$ cat src/hw/rtl/aesctr_pkg.sv
`timescale 1ns / 1ps
// ----------------------------------------------------------------------------
// aesctr_pkg
// Shared types, constants and the S-box for the AES-256 CTR keystream block.
// ----------------------------------------------------------------------------
package aesctr_pkg;

  localparam int unsigned MaxGroupsDef = 8;
  localparam int unsigned NumRounds    = 14;
  localparam int unsigned NumWords     = 60;

  // Configuration register indexes
  localparam logic [2:0] RegKey0  = 3'd0;
  localparam logic [2:0] RegKey1  = 3'd1;
  localparam logic [2:0] RegKey2  = 3'd2;
  localparam logic [2:0] RegKey3  = 3'd3;
  localparam logic [2:0] RegNonce = 3'd4;

  typedef enum logic [2:0] {
    ST_IDLE,
    ST_LOAD,
    ST_ROUND,
    ST_EMIT0,
    ST_EMIT1
  } ctr_state_e;

  localparam logic [7:0] SBOX [256] = '{
    8'h63,8'h7c,8'h77,8'h7b,8'hf2,8'h6b,8'h6f,8'hc5,8'h30,8'h01,8'h67,8'h2b,8'hfe,8'hd7,8'hab,8'h76,
    8'hca,8'h82,8'hc9,8'h7d,8'hfa,8'h59,8'h47,8'hf0,8'had,8'hd4,8'ha2,8'haf,8'h9c,8'ha4,8'h72,8'hc0,
    8'hb7,8'hfd,8'h93,8'h26,8'h36,8'h3f,8'hf7,8'hcc,8'h34,8'ha5,8'he5,8'hf1,8'h71,8'hd8,8'h31,8'h15,
    8'h04,8'hc7,8'h23,8'hc3,8'h18,8'h96,8'h05,8'h9a,8'h07,8'h12,8'h80,8'he2,8'heb,8'h27,8'hb2,8'h75,
    8'h09,8'h83,8'h2c,8'h1a,8'h1b,8'h6e,8'h5a,8'ha0,8'h52,8'h3b,8'hd6,8'hb3,8'h29,8'he3,8'h2f,8'h84,
    8'h53,8'hd1,8'h00,8'hed,8'h20,8'hfc,8'hb1,8'h5b,8'h6a,8'hcb,8'hbe,8'h39,8'h4a,8'h4c,8'h58,8'hcf,
    8'hd0,8'hef,8'haa,8'hfb,8'h43,8'h4d,8'h33,8'h85,8'h45,8'hf9,8'h02,8'h7f,8'h50,8'h3c,8'h9f,8'ha8,
    8'h51,8'ha3,8'h40,8'h8f,8'h92,8'h9d,8'h38,8'hf5,8'hbc,8'hb6,8'hda,8'h21,8'h10,8'hff,8'hf3,8'hd2,
    8'hcd,8'h0c,8'h13,8'hec,8'h5f,8'h97,8'h44,8'h17,8'hc4,8'ha7,8'h7e,8'h3d,8'h64,8'h5d,8'h19,8'h73,
    8'h60,8'h81,8'h4f,8'hdc,8'h22,8'h2a,8'h90,8'h88,8'h46,8'hee,8'hb8,8'h14,8'hde,8'h5e,8'h0b,8'hdb,
    8'he0,8'h32,8'h3a,8'h0a,8'h49,8'h06,8'h24,8'h5c,8'hc2,8'hd3,8'hac,8'h62,8'h91,8'h95,8'he4,8'h79,
    8'he7,8'hc8,8'h37,8'h6d,8'h8d,8'hd5,8'h4e,8'ha9,8'h6c,8'h56,8'hf4,8'hea,8'h65,8'h7a,8'hae,8'h08,
    8'hba,8'h78,8'h25,8'h2e,8'h1c,8'ha6,8'hb4,8'hc6,8'he8,8'hdd,8'h74,8'h1f,8'h4b,8'hbd,8'h8b,8'h8a,
    8'h70,8'h3e,8'hb5,8'h66,8'h48,8'h03,8'hf6,8'h0e,8'h61,8'h35,8'h57,8'hb9,8'h86,8'hc1,8'h1d,8'h9e,
    8'he1,8'hf8,8'h98,8'h11,8'h69,8'hd9,8'h8e,8'h94,8'h9b,8'h1e,8'h87,8'he9,8'hce,8'h55,8'h28,8'hdf,
    8'h8c,8'ha1,8'h89,8'h0d,8'hbf,8'he6,8'h42,8'h68,8'h41,8'h99,8'h2d,8'h0f,8'hb0,8'h54,8'hbb,8'h16
  };

  function automatic logic [7:0] xtime(input logic [7:0] a);
    return {a[6:0], 1'b0} ^ (a[7] ? 8'h1b : 8'h00);
  endfunction

endpackage

$ cat src/hw/rtl/aesctr_round.sv
`timescale 1ns / 1ps
// ----------------------------------------------------------------------------
// aesctr_round
// One AES round: SubBytes, ShiftRows, MixColumns (skipped on the final
// round) and AddRoundKey. Byte k of the state sits in bits 8k+7:8k.
// ----------------------------------------------------------------------------
module aesctr_round (
  input  logic [127:0] state_i,
  input  logic [127:0] rk_i,
  input  logic         final_i,
  output logic [127:0] state_o
);

  logic [7:0] t [16];
  logic [7:0] m [16];
  logic [7:0] a0, a1, a2, a3, all;

  always_comb begin
    for (int c = 0; c < 4; c++) begin
      for (int r = 0; r < 4; r++) begin
        t[4*c+r] = aesctr_pkg::SBOX[state_i[8*(4*((c+r)%4)+r) +: 8]];
      end
    end
    for (int c = 0; c < 4; c++) begin
      a0  = t[4*c];
      a1  = t[4*c+1];
      a2  = t[4*c+2];
      a3  = t[4*c+3];
      all = a0 ^ a1 ^ a2 ^ a3;
      m[4*c]   = a0 ^ all ^ aesctr_pkg::xtime(a0 ^ a1);
      m[4*c+1] = a1 ^ all ^ aesctr_pkg::xtime(a1 ^ a2);
      m[4*c+2] = a2 ^ all ^ aesctr_pkg::xtime(a2 ^ a3);
      m[4*c+3] = a3 ^ all ^ aesctr_pkg::xtime(a3 ^ a0);
    end
    for (int k = 0; k < 16; k++) begin
      state_o[8*k +: 8] = (final_i ? t[k] : m[k]) ^ rk_i[8*k +: 8];
    end
  end

endmodule

$ cat config.mk
export PLATFORM = sky130hd
export DESIGN_NAME = aesctr_round
export DESIGN_NICKNAME = d
export VERILOG_FILES = /design/src/hw/rtl/aesctr_pkg.sv /design/src/hw/rtl/aesctr_round.sv
export SDC_FILE = /design/constraint.sdc
export NUM_CORES = 2
export LEC_CHECK = 0
export BUFFER_PORTS_ARGS = -buffer_cell sky130_fd_sc_hd__buf_4
export CORE_UTILIZATION = 30
export DETAILED_ROUTE_END_ITERATION = 10
export SLEW_MARGIN = 20
export SYNTH_ARGS = -nofsm -noshare
export SYNTH_HDL_FRONTEND = slang
export SYNTH_SLANG_ARGS = --single-unit
export TNS_END_PERCENT = 5
$ cat constraint.sdc
create_clock -name vclk -period 6.7
set_input_delay 1.34 -clock vclk [all_inputs]
set_output_delay 1.34 -clock vclk [all_outputs]
set_load 0.1 [all_outputs]
After elaboration in Yosys (flattened, before gate mapping) --
Memory sizes are Yosys's and may differ from the RTL's. Index checks and enable logic that the tools add are counted.
Cells by class: bitwise gates (word level) 104, magnitude comparators 16, mux-type cells 64
Operators by type and width (count):
- $xor A8 B8 Y8 | 72
- $mux W8 | 48
- $ge A9 B9 Y1 const B | 16
- $not A8 Y9 | 16
- $xor A8 B5 Y8 | 16
- $mux W5 | 16
Word-level totals: memories 16, bits of input ports 257, word-level logic and storage cells 200, flip-flop bits (word level) 0, bits in read-only memories 32768, output and inout bits 128
Memories:
- (name not given) | words 256, bits a word 8, read ports 1, clocked after Yosys merged registers in 0, wr ports 0, RTL line aesctr_round.sv:21 | t[4*c+r] = aesctr_pkg::SBOX[state_i[8*(4*((c+r)%4)+r) +: 8]];
- (name not given) | words 256, bits a word 8, read ports 1, clocked after Yosys merged registers in 0, wr ports 0, RTL line aesctr_round.sv:21
- (name not given) | words 256, bits a word 8, read ports 1, clocked after Yosys merged registers in 0, wr ports 0, RTL line aesctr_round.sv:21
- (name not given) | words 256, bits a word 8, read ports 1, clocked after Yosys merged registers in 0, wr ports 0, RTL line aesctr_round.sv:21
- (name not given) | words 256, bits a word 8, read ports 1, clocked after Yosys merged registers in 0, wr ports 0, RTL line aesctr_round.sv:21
- (name not given) | words 256, bits a word 8, read ports 1, clocked after Yosys merged registers in 0, wr ports 0, RTL line aesctr_round.sv:21
- 10 more memories

Depth between registers and ports, before layout --
depth in word-level cells 11, gate-level depth with buffers 18

Worst setup path after synthesis --
OpenSTA, ideal clock, no wires.
path kind input to output, from in state_i[64], to out state_o[94], arrival time 6202 ps, path buffers 3, stages on the path 16, slack -842 ps, cells stage by stage buf_2 buf_2 clkinv_1 ha_1 or2_2 clkbuf_1 and2_1 mux4_2 o221ai_1 a211o_1 xor2_1 xnor2_1 xnor2_2 xor2_1 nor2_1 xnor2_1
Between the ends: cells in the longest elaborated chain, start to end 11
Ends and longest elaborated chain:
- start, declared | RTL line aesctr_round.sv:8 | input logic [127:0] state_i,
- $not A8 Y9 (not written as such) (*) | RTL line aesctr_round.sv:21
- $mem_v2 Z256 W8 (*)
- $mux W8 (not written as such) (*) (2 in a row) | RTL line aesctr_round.sv:21
- $xor A8 B8 Y8 (3 in a row) | RTL line aesctr_round.sv:29 | all = a0 ^ a1 ^ a2 ^ a3;
- $xor A8 B8 Y8 | RTL line aesctr_round.sv:33 | m[4*c+3] = a3 ^ all ^ aesctr_pkg::xtime(a3 ^ a0);
- $xor A8 B8 Y8 (*) | RTL line aesctr_round.sv:33
- $mux W8 (*) | RTL line aesctr_round.sv:36 | state_o[8*k +: 8] = (final_i ? t[k] : m[k]) ^ rk_i[8*k +: 8];
- $xor A8 B8 Y8 (*) | RTL line aesctr_round.sv:36
- end, declared | RTL line aesctr_round.sv:11 | output logic [127:0] state_o
Mark *: on every way between the ends. The rest lies on a longest branch, timed or not. The select of a mux whose other input is x is not followed.

Worst setup path after layout --
from in state_i[48], to out state_o[122]
Between the ends: cells in the longest elaborated chain, start to end 10
Ends and longest elaborated chain (RTL line):
- $not A8 Y9 (not written as such) | aesctr_round.sv:21
- $mem_v2 Z256 W8
- $mux W8 (not written as such) (2 in a row) | aesctr_round.sv:21
- $xor A8 B8 Y8 (2 in a row) | aesctr_round.sv:29
- $xor A8 B8 Y8 (2 in a row) | aesctr_round.sv:33
- $mux W8 | aesctr_round.sv:36
- $xor A8 B8 Y8 | aesctr_round.sv:36
Every way passes these cells. The select of a mux whose other input is x is not followed.

==> results.md <==
- Total power: ~13000 uW
- # DRC: 8
- Post-Syn Area: between 60000 and 70000 sq um
- Die width: around 450 microns
- Cell Pwr Density: approximately 180 nW/um^2
- Area contributors post-synth: a21oi_1 (6.7%), o21ai_0 (6.3%), xnor2_1 (5.5%)
- Mux contribution to synthesized area: approximately 6.2%
- Gr busiest metal: met2
- Via-to-Cell Ratio: just under 7
- Met3 Usage GRT: approximately 5.2%
- GP Congestion: 1.08
- First-pass GRT wire length: roughly 520 mm
- # IOs: slightly below 400
- Peak VDD IR: ~0.40 mV
- Tot GR Track Use: 32.3%
- I/O Buffers: ~390
- Synth top area share: under 10%
- Fmax: approximately 150 MHz
- Adder-Cell Fraction of Synth Area: just under 5%
- Cell Rows: roughly 170
- Yosys synthesis warning count: 0
- Fillers: roughly 22000
- Die ar.: 205000 sq um
- Share of post-route cells with drive strength above 1: between 20% and 30%
- Area Overhead vs Synth: 19.1%
- DIE HEIGHT: 453 microns
- Final worst path period share: 99.9%
- Final Hold Fails: 0
- Clock buffers: 0
- Hold Path Class: input port to output port
- Final nets: between 10000 and 15000
- P_leak: roughly 0.028 uW
- Post-synth cell types: between 100 and 150
- Routed WL: 355 mm
- Mapped Nets: between 10000 and 15000
- Yosys top cell by area: a21oi_1
- DR vias: approximately 86000
- Worst endpoint data arrival time: around 5400 ps
- Initial antenna violation count: 31
- Run status: finished, violations left
- Fraction of the mapped netlist area in simple logic gates: 28.5%
- Total of max-cap violations: 0
- Post-layout util: 36.0%
- Cells after synthesis: between 9000 and 10000
- Initial Util: a little under a third
- Vias in the first global route: ~79000
- Post-Synth XOR/XNOR Area: between 8 and 9%
- Seq Cell Count: 0
- Place WS: -341 ps
- Crit path max fanout: 8
- Routed WL per cell: between 20 and 30 microns
- Seq/Total Area, Yosys: 0%
- Iter 0 DRT Violations: between 15000 and 20000
- Slew Viols, Final: 0
- RSZ-0062 raised after global routing: yes
- Final setup viols: 0
- Crit end category: output port
- Met2 Use GR: 50.6%
- Crit path time final: around 6700 ps
- Largest net degree at the start of global routing: about 140
- Avg Inst Size Synth: around 6.4 sq um
- Worst rel slew slack: about a third
- DP HPWL: around 270 mm
- Core Area: 202000 sq um
- CP required: around 5400 ps
- Final Worst Setup Slack: about 9 ps
- Largest family of logic cells by synthesized area: compound AO/OA/AOI/OAI gates
- Critical path class: input port to output port
- M1 GR Usage: roughly two fifths
- Register area: 0 sq um
- Detail Route Antenna Nets: 0
- Worst slew pin tran: just over 1000 ps
- Worst hold slack: ~3000 ps
- Drt pass-1 iters: 11
- CP startpoint kind: input port
- Failing checks: design-rule violations
- Synth Area in Compound Gates: approximately two fifths
- Remaining global-route overflow: 0
-- cells in the mapped netlist (all sizes together) (63+ instances only) --
cell,instances
a21oi,829
nand2,811
o21ai,795
nor2,712
buf,612
clkbuf,536
xnor2,397
nor3,380
nand2b,371
nand3,327
nor2b,287
a211oi,249
ha,238
a31oi,211
xor2,202
o211ai,183
a311oi,170
o311ai,141
inv,134
mux2i,134
mux4,100
o31ai,97
and2,94
or2,91
o22ai,82
a2111oi,78
nor4,76
a221oi,73
o221ai,73
and3,72
a211o,65
or3,63
-- timing repair --
action,4_1_cts,5_1_grt
hold buffers,0,0
gates resized for setup,9,102
hold endpoints to repair,0,0
setup endpoints to repair,10,93
pin swaps,0,8
cloned,0,0
setup buffers,0,3
-- placed cells by master (no fill, tap or decap), types with 282 or more instances in the layout --
| master | count |
|---|---|
| xnor2_1 | 360 |
| buf_4 | 1535 |
| nand2_1 | 808 |
| nor2b_1 | 282 |
| nand3_1 | 327 |
| a21oi_1 | 819 |
| o21ai_0 | 760 |
| nor3_1 | 373 |
| nor2_1 | 699 |
| nand2b_1 | 367 |
-- layer usage --
| layer | wire length, microns | part of all wire, % |
|---|---|---|
| met1 | 134000 | 38 |
| met4 | 25900 | 7.3 |
| met3 | 40700 | 11 |
| met2 | 155000 | 44 |
| met5 | 23 | 0.0065 |
-- cells by family (layout without fill, tap and decap cells) --
logic type      after synthesis  count (layout)
buf+inv                    1315            1783
other cells                   0              22
simple gates               3476            3476
xor+xnor                    601             601
compound gates             3699            3699
fa+ha+maj                   238             238
mux                         251             251
-- worst max-delay path, cell delays in order --
cell	delay [ps]
buf_4	130
clkinv_1	120
ha_2	470
nand2b_1	350
buf_4	190
nand3_1	80
a32o_1	270
o41ai_1	640
o22ai_1	340
xnor2_1	210
buf_4	170
xnor2_1	120
mux2i_1	160
buf_4	250
xor2_1	180
buf_4	310
-- worst paths after layout --
path,start,end,cells after the start
max,state_i[48],state_o[122],16
min,rk_i[127],state_o[127],3
-- where the power goes --
| group | leakage [uW] | switching (uW) | internal (uW) |
|---|---|---|---|
| clock | 0.000000138 | 0 | 0.000398 |
| combinational | 0.0275 | 8650 | 4190 |
| sequential | 0 | 0 | 0 |
-- metrics by stage --
stage                     setup TNS (ps)  cell area (sq um)  instances
after floorplan                   -49160              61200       9580
after global placement             -1330              72200      12700
after detailed placement            -829              72200      12700
after CTS                          -9.17              72200      12700
after global routing                -270              72700      12700
final                                  0              72700      12700
-- area by class of cell --
class / count / area, sq um / share of cell area [%]
Multi-Input combinational cell: 8265 / 55600 / 76.5
Timing Repair Buffer: 1616 / 13000 / 17.9
Tap cell: 2672 / 3340 / 4.60
Inverter: 167 / 634 / 0.873
Antenna cell: 22 / 55.1 / 0.0757
Note: power is estimated with default switching activity, not from simulation.
