`src/hw/rtl/aesctr_pkg.sv`:
```
`timescale 1ns / 1ps
// ----------------------------------------------------------------------------
// aesctr_pkg
// Shared types, constants and the S-box for the AES-256 CTR keystream block.
// ----------------------------------------------------------------------------
package aesctr_pkg;

  localparam int unsigned MaxGroupsDef = 8;
  localparam int unsigned NumRounds    = 14;
  localparam int unsigned NumWords     = 60;

  // Configuration register indexes
  localparam logic [2:0] RegKey0  = 3'd0;
  localparam logic [2:0] RegKey1  = 3'd1;
  localparam logic [2:0] RegKey2  = 3'd2;
  localparam logic [2:0] RegKey3  = 3'd3;
  localparam logic [2:0] RegNonce = 3'd4;

  typedef enum logic [2:0] {
    ST_IDLE,
    ST_LOAD,
    ST_ROUND,
    ST_EMIT0,
    ST_EMIT1
  } ctr_state_e;

  localparam logic [7:0] SBOX [256] = '{
    8'h63,8'h7c,8'h77,8'h7b,8'hf2,8'h6b,8'h6f,8'hc5,8'h30,8'h01,8'h67,8'h2b,8'hfe,8'hd7,8'hab,8'h76,
    8'hca,8'h82,8'hc9,8'h7d,8'hfa,8'h59,8'h47,8'hf0,8'had,8'hd4,8'ha2,8'haf,8'h9c,8'ha4,8'h72,8'hc0,
    8'hb7,8'hfd,8'h93,8'h26,8'h36,8'h3f,8'hf7,8'hcc,8'h34,8'ha5,8'he5,8'hf1,8'h71,8'hd8,8'h31,8'h15,
    8'h04,8'hc7,8'h23,8'hc3,8'h18,8'h96,8'h05,8'h9a,8'h07,8'h12,8'h80,8'he2,8'heb,8'h27,8'hb2,8'h75,
    8'h09,8'h83,8'h2c,8'h1a,8'h1b,8'h6e,8'h5a,8'ha0,8'h52,8'h3b,8'hd6,8'hb3,8'h29,8'he3,8'h2f,8'h84,
    8'h53,8'hd1,8'h00,8'hed,8'h20,8'hfc,8'hb1,8'h5b,8'h6a,8'hcb,8'hbe,8'h39,8'h4a,8'h4c,8'h58,8'hcf,
    8'hd0,8'hef,8'haa,8'hfb,8'h43,8'h4d,8'h33,8'h85,8'h45,8'hf9,8'h02,8'h7f,8'h50,8'h3c,8'h9f,8'ha8,
    8'h51,8'ha3,8'h40,8'h8f,8'h92,8'h9d,8'h38,8'hf5,8'hbc,8'hb6,8'hda,8'h21,8'h10,8'hff,8'hf3,8'hd2,
    8'hcd,8'h0c,8'h13,8'hec,8'h5f,8'h97,8'h44,8'h17,8'hc4,8'ha7,8'h7e,8'h3d,8'h64,8'h5d,8'h19,8'h73,
    8'h60,8'h81,8'h4f,8'hdc,8'h22,8'h2a,8'h90,8'h88,8'h46,8'hee,8'hb8,8'h14,8'hde,8'h5e,8'h0b,8'hdb,
    8'he0,8'h32,8'h3a,8'h0a,8'h49,8'h06,8'h24,8'h5c,8'hc2,8'hd3,8'hac,8'h62,8'h91,8'h95,8'he4,8'h79,
    8'he7,8'hc8,8'h37,8'h6d,8'h8d,8'hd5,8'h4e,8'ha9,8'h6c,8'h56,8'hf4,8'hea,8'h65,8'h7a,8'hae,8'h08,
    8'hba,8'h78,8'h25,8'h2e,8'h1c,8'ha6,8'hb4,8'hc6,8'he8,8'hdd,8'h74,8'h1f,8'h4b,8'hbd,8'h8b,8'h8a,
    8'h70,8'h3e,8'hb5,8'h66,8'h48,8'h03,8'hf6,8'h0e,8'h61,8'h35,8'h57,8'hb9,8'h86,8'hc1,8'h1d,8'h9e,
    8'he1,8'hf8,8'h98,8'h11,8'h69,8'hd9,8'h8e,8'h94,8'h9b,8'h1e,8'h87,8'he9,8'hce,8'h55,8'h28,8'hdf,
    8'h8c,8'ha1,8'h89,8'h0d,8'hbf,8'he6,8'h42,8'h68,8'h41,8'h99,8'h2d,8'h0f,8'hb0,8'h54,8'hbb,8'h16
  };

  function automatic logic [7:0] xtime(input logic [7:0] a);
    return {a[6:0], 1'b0} ^ (a[7] ? 8'h1b : 8'h00);
  endfunction

endpackage

```
`src/hw/rtl/aesctr_keyexp.sv`:
```
`timescale 1ns / 1ps
// ----------------------------------------------------------------------------
// aesctr_keyexp
// Iterative AES-256 key expansion, one 32-bit schedule word per cycle, into
// four word banks read one round key (128 bits) at a time.
// ----------------------------------------------------------------------------
module aesctr_keyexp (
  input  logic         clk_i,
  input  logic         rst_ni,
  input  logic         start_i,
  input  logic [255:0] key_i,
  input  logic [3:0]   rd_row_i,
  output logic         busy_o,
  output logic [127:0] rk_o
);

  logic [5:0]  idx_q;
  logic        busy_q;
  logic [7:0]  rcon_q;
  logic [31:0] win_q [8];
  logic [31:0] bank_q [4][15];
  logic [127:0] rk_q;
  logic [31:0] t, new_word;

  always_comb begin
    t = win_q[7];
    if (idx_q[2:0] == 3'd0) begin
      t = {aesctr_pkg::SBOX[win_q[7][7:0]],
           aesctr_pkg::SBOX[win_q[7][31:24]],
           aesctr_pkg::SBOX[win_q[7][23:16]],
           aesctr_pkg::SBOX[win_q[7][15:8]] ^ rcon_q};
    end else if (idx_q[2:0] == 3'd4) begin
      t = {aesctr_pkg::SBOX[win_q[7][31:24]], aesctr_pkg::SBOX[win_q[7][23:16]],
           aesctr_pkg::SBOX[win_q[7][15:8]], aesctr_pkg::SBOX[win_q[7][7:0]]};
    end
    if (idx_q < 6'd8) begin
      new_word = key_i[32*idx_q[2:0] +: 32];
    end else begin
      new_word = win_q[0] ^ t;
    end
  end

  always_ff @(posedge clk_i or negedge rst_ni) begin
    if (!rst_ni) begin
      idx_q  <= '0;
      busy_q <= 1'b1;
      rcon_q <= 8'h01;
    end else if (start_i) begin
      idx_q  <= '0;
      busy_q <= 1'b1;
      rcon_q <= 8'h01;
    end else if (busy_q) begin
      if (idx_q >= 6'd8 && idx_q[2:0] == 3'd0) begin
        rcon_q <= aesctr_pkg::xtime(rcon_q);
      end
      if (idx_q == 6'(aesctr_pkg::NumWords - 1)) begin
        busy_q <= 1'b0;
      end else begin
        idx_q <= idx_q + 6'd1;
      end
    end
  end

  always_ff @(posedge clk_i) begin
    if (busy_q && !start_i) begin
      for (int k = 0; k < 7; k++) begin
        win_q[k] <= win_q[k+1];
      end
      win_q[7] <= new_word;
      bank_q[idx_q[1:0]][idx_q[5:2]] <= new_word;
    end
    rk_q <= {bank_q[3][rd_row_i], bank_q[2][rd_row_i],
             bank_q[1][rd_row_i], bank_q[0][rd_row_i]};
  end

  assign busy_o = busy_q;
  assign rk_o   = rk_q;

endmodule

```
`config.mk`:
```
export PLATFORM = sky130hd
export DESIGN_NAME = aesctr_keyexp
export DESIGN_NICKNAME = d
export VERILOG_FILES = /design/src/hw/rtl/aesctr_pkg.sv /design/src/hw/rtl/aesctr_keyexp.sv
export SDC_FILE = /design/constraint.sdc
export NUM_CORES = 2
export LEC_CHECK = 0
export BUFFER_PORTS_ARGS = -buffer_cell sky130_fd_sc_hd__buf_2
export CORE_MARGIN = 2
export CORE_UTILIZATION = 40
export CTS_BUF_LIST = sky130_fd_sc_hd__clkbuf_2
export CTS_CLUSTER_SIZE = 10
export DETAILED_ROUTE_END_ITERATION = 8
export HOLD_SLACK_MARGIN = 0.05
export PLACE_DENSITY = 0.55
export SLEW_MARGIN = 20
export SYNTH_ARGS = -nofsm -noshare
export SYNTH_HDL_FRONTEND = slang
export SYNTH_SLANG_ARGS = --single-unit
export TNS_END_PERCENT = 30
```
`constraint.sdc`:
```
create_clock -name clk_i -period 12 [get_ports clk_i]
set_input_delay 0.6 -clock clk_i [delete_from_list [all_inputs] [get_ports clk_i]]
set_output_delay 0.6 -clock clk_i [all_outputs]
set_load 0.02 [all_outputs]
```
# Yosys cells after proc, flatten, opt, wreduce, memory -nomap -nowiden
# Memories as Yosys holds them, arrays and structs flattened.
# Index checks and enable logic that the tools add are counted.
# op_classes
n_addsub	1
magnitude_cmp	9
eq_ne	3
shifts	1
mux	38
bitwise_logic	9
reduce_logical	9
# op_table
op	count
$bmux W32 S4	4
$mux W480	1
$mux W32	12
$shiftx A256 B9 Y32	1
$demux W32 S4	1
$mux W8	11
$ge A9 B9 Y1 const B	4
$not A8 Y9	4
$xor A32 B32 Y32	1
$mux W6	3
$ge A5 B5 Y1 const B	2
$not A4 Y5	2
$xor A8 B5 Y8	1
$xor A8 B8 Y8	1
$add A6 B1 Y6 const B	1
$eq A6 B6 Y1 const B	1
$ge A6 B4 Y1 const B	1
$lt A6 B4 Y1 const B	1
$lt A5 B1 Y1 const B	1
$mux W1	5
$mux W5	1
$reduce_and A2 Y1	2
$reduce_bool A2 Y1	2
$eq A3 B3 Y1 const B	1
other kinds (4)	6
# totals
register_bits	143
mem_bits_rw	2176
mem_bits_ro	8192
output_inout_bits	129
memories	6
# mem_list
memory	depth	width	read_ports	rd_clocked_by_memory_dff	wr	line	source
(no name shown)	256	8	1	0	0	aesctr_keyexp.sv:34	aesctr_pkg::SBOX[win_q[7][15:8]], aesctr_pkg::SBOX[win_q[7][7:0]]};
(no name shown)	256	8	1	0	0	aesctr_keyexp.sv:34	
(no name shown)	256	8	1	0	0	aesctr_keyexp.sv:33	t = {aesctr_pkg::SBOX[win_q[7][31:24]], aesctr_pkg::SBOX[win_q[7][23:16]],
(no name shown)	256	8	1	0	0	aesctr_keyexp.sv:33	
bank_q	4	480	4	0	1	aesctr_keyexp.sv:21	logic [31:0] bank_q [4][15];
win_q	8	32	8	0	8	aesctr_keyexp.sv:20	logic [31:0] win_q [8];

# Logic depth before layout (Yosys ltp)
# logic_depth
word_depth	8
depth_mapped	14
ltp_nobuf	11

# Worst setup path after synthesis
# OpenSTA, ideal clock, no wires.
# synth_path
path_type	reg2reg
start	reg busy_q, in the netlist busy_o
end	mem bank_q[0][320] in the netlist's numbering (enable)
setup_ns	0.501
arrival_time_ns	12.822
required_time_ns	11.499
setup_slack_ns	-1.323
path_stages_with_launch	5
n_path_buf	1
path_cell_list	dfstp_2 > nor2b_1 > clkbuf_1 > nand3b_1 > nor4_1
# synth_via
elab_chain_cells	3
# synth_rtl
element	line	source
from (decl)	aesctr_keyexp.sv:18	logic busy_q;
from (signal assigned)	aesctr_keyexp.sv:46	busy_q <= 1'b1;
from (signal assigned)	aesctr_keyexp.sv:50	busy_q <= 1'b1;
from (signal assigned)	aesctr_keyexp.sv:57	busy_q <= 1'b0;
$logic_and A1 B1 Y1	aesctr_keyexp.sv:65	if (busy_q && !start_i) begin
$mux W1	aesctr_keyexp.sv:65	
$mux W480 (not written as such)	aesctr_keyexp.sv:70	bank_q[idx_q[1:0]][idx_q[5:2]] <= new_word;
to (decl)	aesctr_keyexp.sv:21	
# Every way passes these cells.

==> flow_summary.toml <==
[logic_synthesis]
synth_top_family_by_area = "multiplexers"
ys_types = 106
synthTopCellsByArea = "edfxtp_1 65%, mux4_2 14%, dfxtp_1 2.5%, mux2i_1 1.6%, o21ai_0 1.5%"
syn_nets = 6333
async_flop_share_pct = 0.647
synth_flop_cell = "edfxtp_1"
synthMuxAreaShare_pct = 15.9
yosys_warnings = 0
synth_compound_area_share_pct = 6.92
synthAdderAreaFrac_pct = 0.796
syn_avg_cell_area_um2 = 16.8
synth-simple-area-share_pct = 5.95
yosysTopAreaCell = "edfxtp_1"
syn_inst = 6006
synth-edff-count = 2176
synth_top_area_share_pct = 64.9
synthesis.area_um2 = 101000
seq_area_frac_synth_pct = 67.8
synth-seq-cells = 2319
synthXorXnorAreaFrac_pct = 0.357

[setup_path]
endpoint_kind = "register"
cp-start-kind = "register"
crit_type = "reg -> reg"
crit_path_max_fanout = 61
worstPathRequired_ns = 13.46
arrival_ns = 7.40

[cts]
htree_levels = 6
clk_latency_ns = 1.90
cts-buffers-inserted = 602
cts_sinks = 2319
cts_setup_buffers = 0
cts_tree = "yes"
cts_resized = 0
clk_pin_slew_ns = 0.10
clockRootBuffer = "clkbuf_2"
clk_path_buf_depth = 4

[finish]
fill_cells = 22400
nets = 7076
register_area_um2 = 68300
multi_input_area_um2 = 30600
layout_commonest_cell = "edfxtp_1"
area_growth_pct = 11.9
fin_util_pct = 44.9
most-common-layout-cells = "2,176 x edfxtp_1, 926 x clkbuf_2, 632 x mux4_2"
instances_no_fill = 10600
drive_gt1_share_pct = 32.9

[grt]
grt_pass1_vias = 62500
grt_pass1_wl_mm = 449
track_usage_pct = 24.3
grt_max_degree = 185
antenna_found_initial = 32
grt-ovfl-total = 0

[detailed_routing]
first_pass_iters = 6
vias_per_cell = 5.89
routed_wl_mm = 315
drc = 0
via_count = 62200
drtAntennaViolNets = 0
drt_iter0_drc = 7072
wl_per_cell_um = 29.8

[sta]
setup_viol = 0
worst_slack_ns = 6.06
fmax_mhz = 168
rsz0062_at_grt = "false"
hold_viol_final = 0
skew_ns = 0.147
period_needed_ns = 5.94
fin_tns_setup_ns = 0
worstMarginPinSlew_ns = 1.26
slew_violations = 0
slew-limit-headroom_pct = 16.1
post-route-period-util_pct = 49.5

[floorplanning]
core_area_um2 = 251000
rows = 184
num_io_pins = 392
die-area_um2 = 256000
initial_utilization_pct = 40.1
fp.dieH_um = 506
die_x_um = 506

[power_and_ir_drop]
total_power_uw = 17900
p_leak_uw = 0.0382
vdd_drop_max_uv = 108
power_density_nw_per_um2 = 159

[placed_design]
dp_hpwl_mm = 177
io_buffers = 391
place_inst = 9446
gp_congestion = 0.974
place_ws_ns = 6.23

[min_path]
hp-class = "in -> reg"

[status]
status = "completed"

[flow_run]
cap_violations = 0
synthesized netlist by cell type, drive strengths merged (31+ instances only):
cell type,number
mux2i,165
nand2,374
nor2b,83
nand2b,77
nor3,110
o21ai,309
o311ai,40
mux4,632
clkbuf,282
inv,43
nor2,221
buf,203
o31ai,31
a311oi,40
or3,31
a211oi,45
dfxtp,128
a21oi,170
a31oi,60
a221oi,33
edfxtp,2176
o211ai,36
and2,72
nand3,80
and3,49
ha,64
worst max-delay path, stage by stage (launching register included):
cell	delay, ns
edfxtp_1	0.98
inv_1	0.40
ha_1	0.69
nor2b_1	0.30
mux2_2	0.30
a2111oi_0	0.92
nor4b_1	0.12
a211oi_1	0.24
nand3_1	0.31
a2111oi_2	0.53
xor2_1	0.16
o21ai_4	0.13
buf_4	0.48
path summary, 6_finish.rpt:
path,startpoint,end,slack (ns),cells after the start
worst min register to register,win_q[0][32],win_q[0][0],0.38,0
worst min-delay path,start_i,win_q[1][100],0.24,4
min in group asynchronous,rst_ni,rcon_q[7],0.66,4
max in group asynchronous,rst_ni,idx_q[2],10.68,4
worst max register to register,win_q[1][96],bank_q[3][96],6.06,12
worst max-delay path,win_q[1][96],bank_q[3][96],6.06,12
report_power, final:
part	internal [µW]	switching, µW	total [µW]	leakage [µW]
logic	974	2160	3140	0.0129
clock network	2240	3120	5360	0.00423
registers	9310	69.1	9380	0.0211
total	12500	5360	17900	0.0382
flip-flops by register name (all words and copies together) (netlist names):
register and count:
bank_q 1920, busy_o 1, rk_o 128, rcon_q 8, win_q 256, idx_q 6
through the flow:
step	area, µm²	hold WS (ns)
2_1_floorplan	101000	0.304
3_3_place_gp	107000	0.401
3_5_place_dp	107000	0.405
4_1_cts	113000	0.0560
5_1_grt	113000	0.0863
6_report	113000	0.243
layout make-up:
class / instances / share of cell area, %
Sequential cell: 2319 / 60.7
Multi-Input combinational cell: 3152 / 27.1
Clock buffer: 926 / 4.12
Tap cell: 3348 / 3.72
Timing Repair Buffer: 624 / 3.52
Clock inverter: 113 / 0.639
Inverter: 50 / 0.167
Antenna cell: 24 / 0.0533
routing by layer:
metal	track usage, %	vias up	wire, µm
met3	4.63	637	23100
met2	38.8	3080	151000
li1	-	26200	-
met4	10.9	4	13900
met5	0	-	27
met1	32.3	32300	127000
what timing repair did:
action                                 4_1_cts  5_1_grt
hold buffers                                47        0
endpoints found under the hold margin      892        0
setup endpoints to repair                    0        0
cell families (layout without fill, tap and decap cells):
kind of cell,count (synthesis),after routing
xor gates and xnor gates,41,41
other,0,24
DFF,2319,2319
and+or+nand+nor,1209,1209
buffers and inverters,535,1713
AOI/OAI and AO/OA,1033,1033
adders and majority gates,64,64
muxes,805,805
No activity file was read; power rests on OpenSTA's default activity.
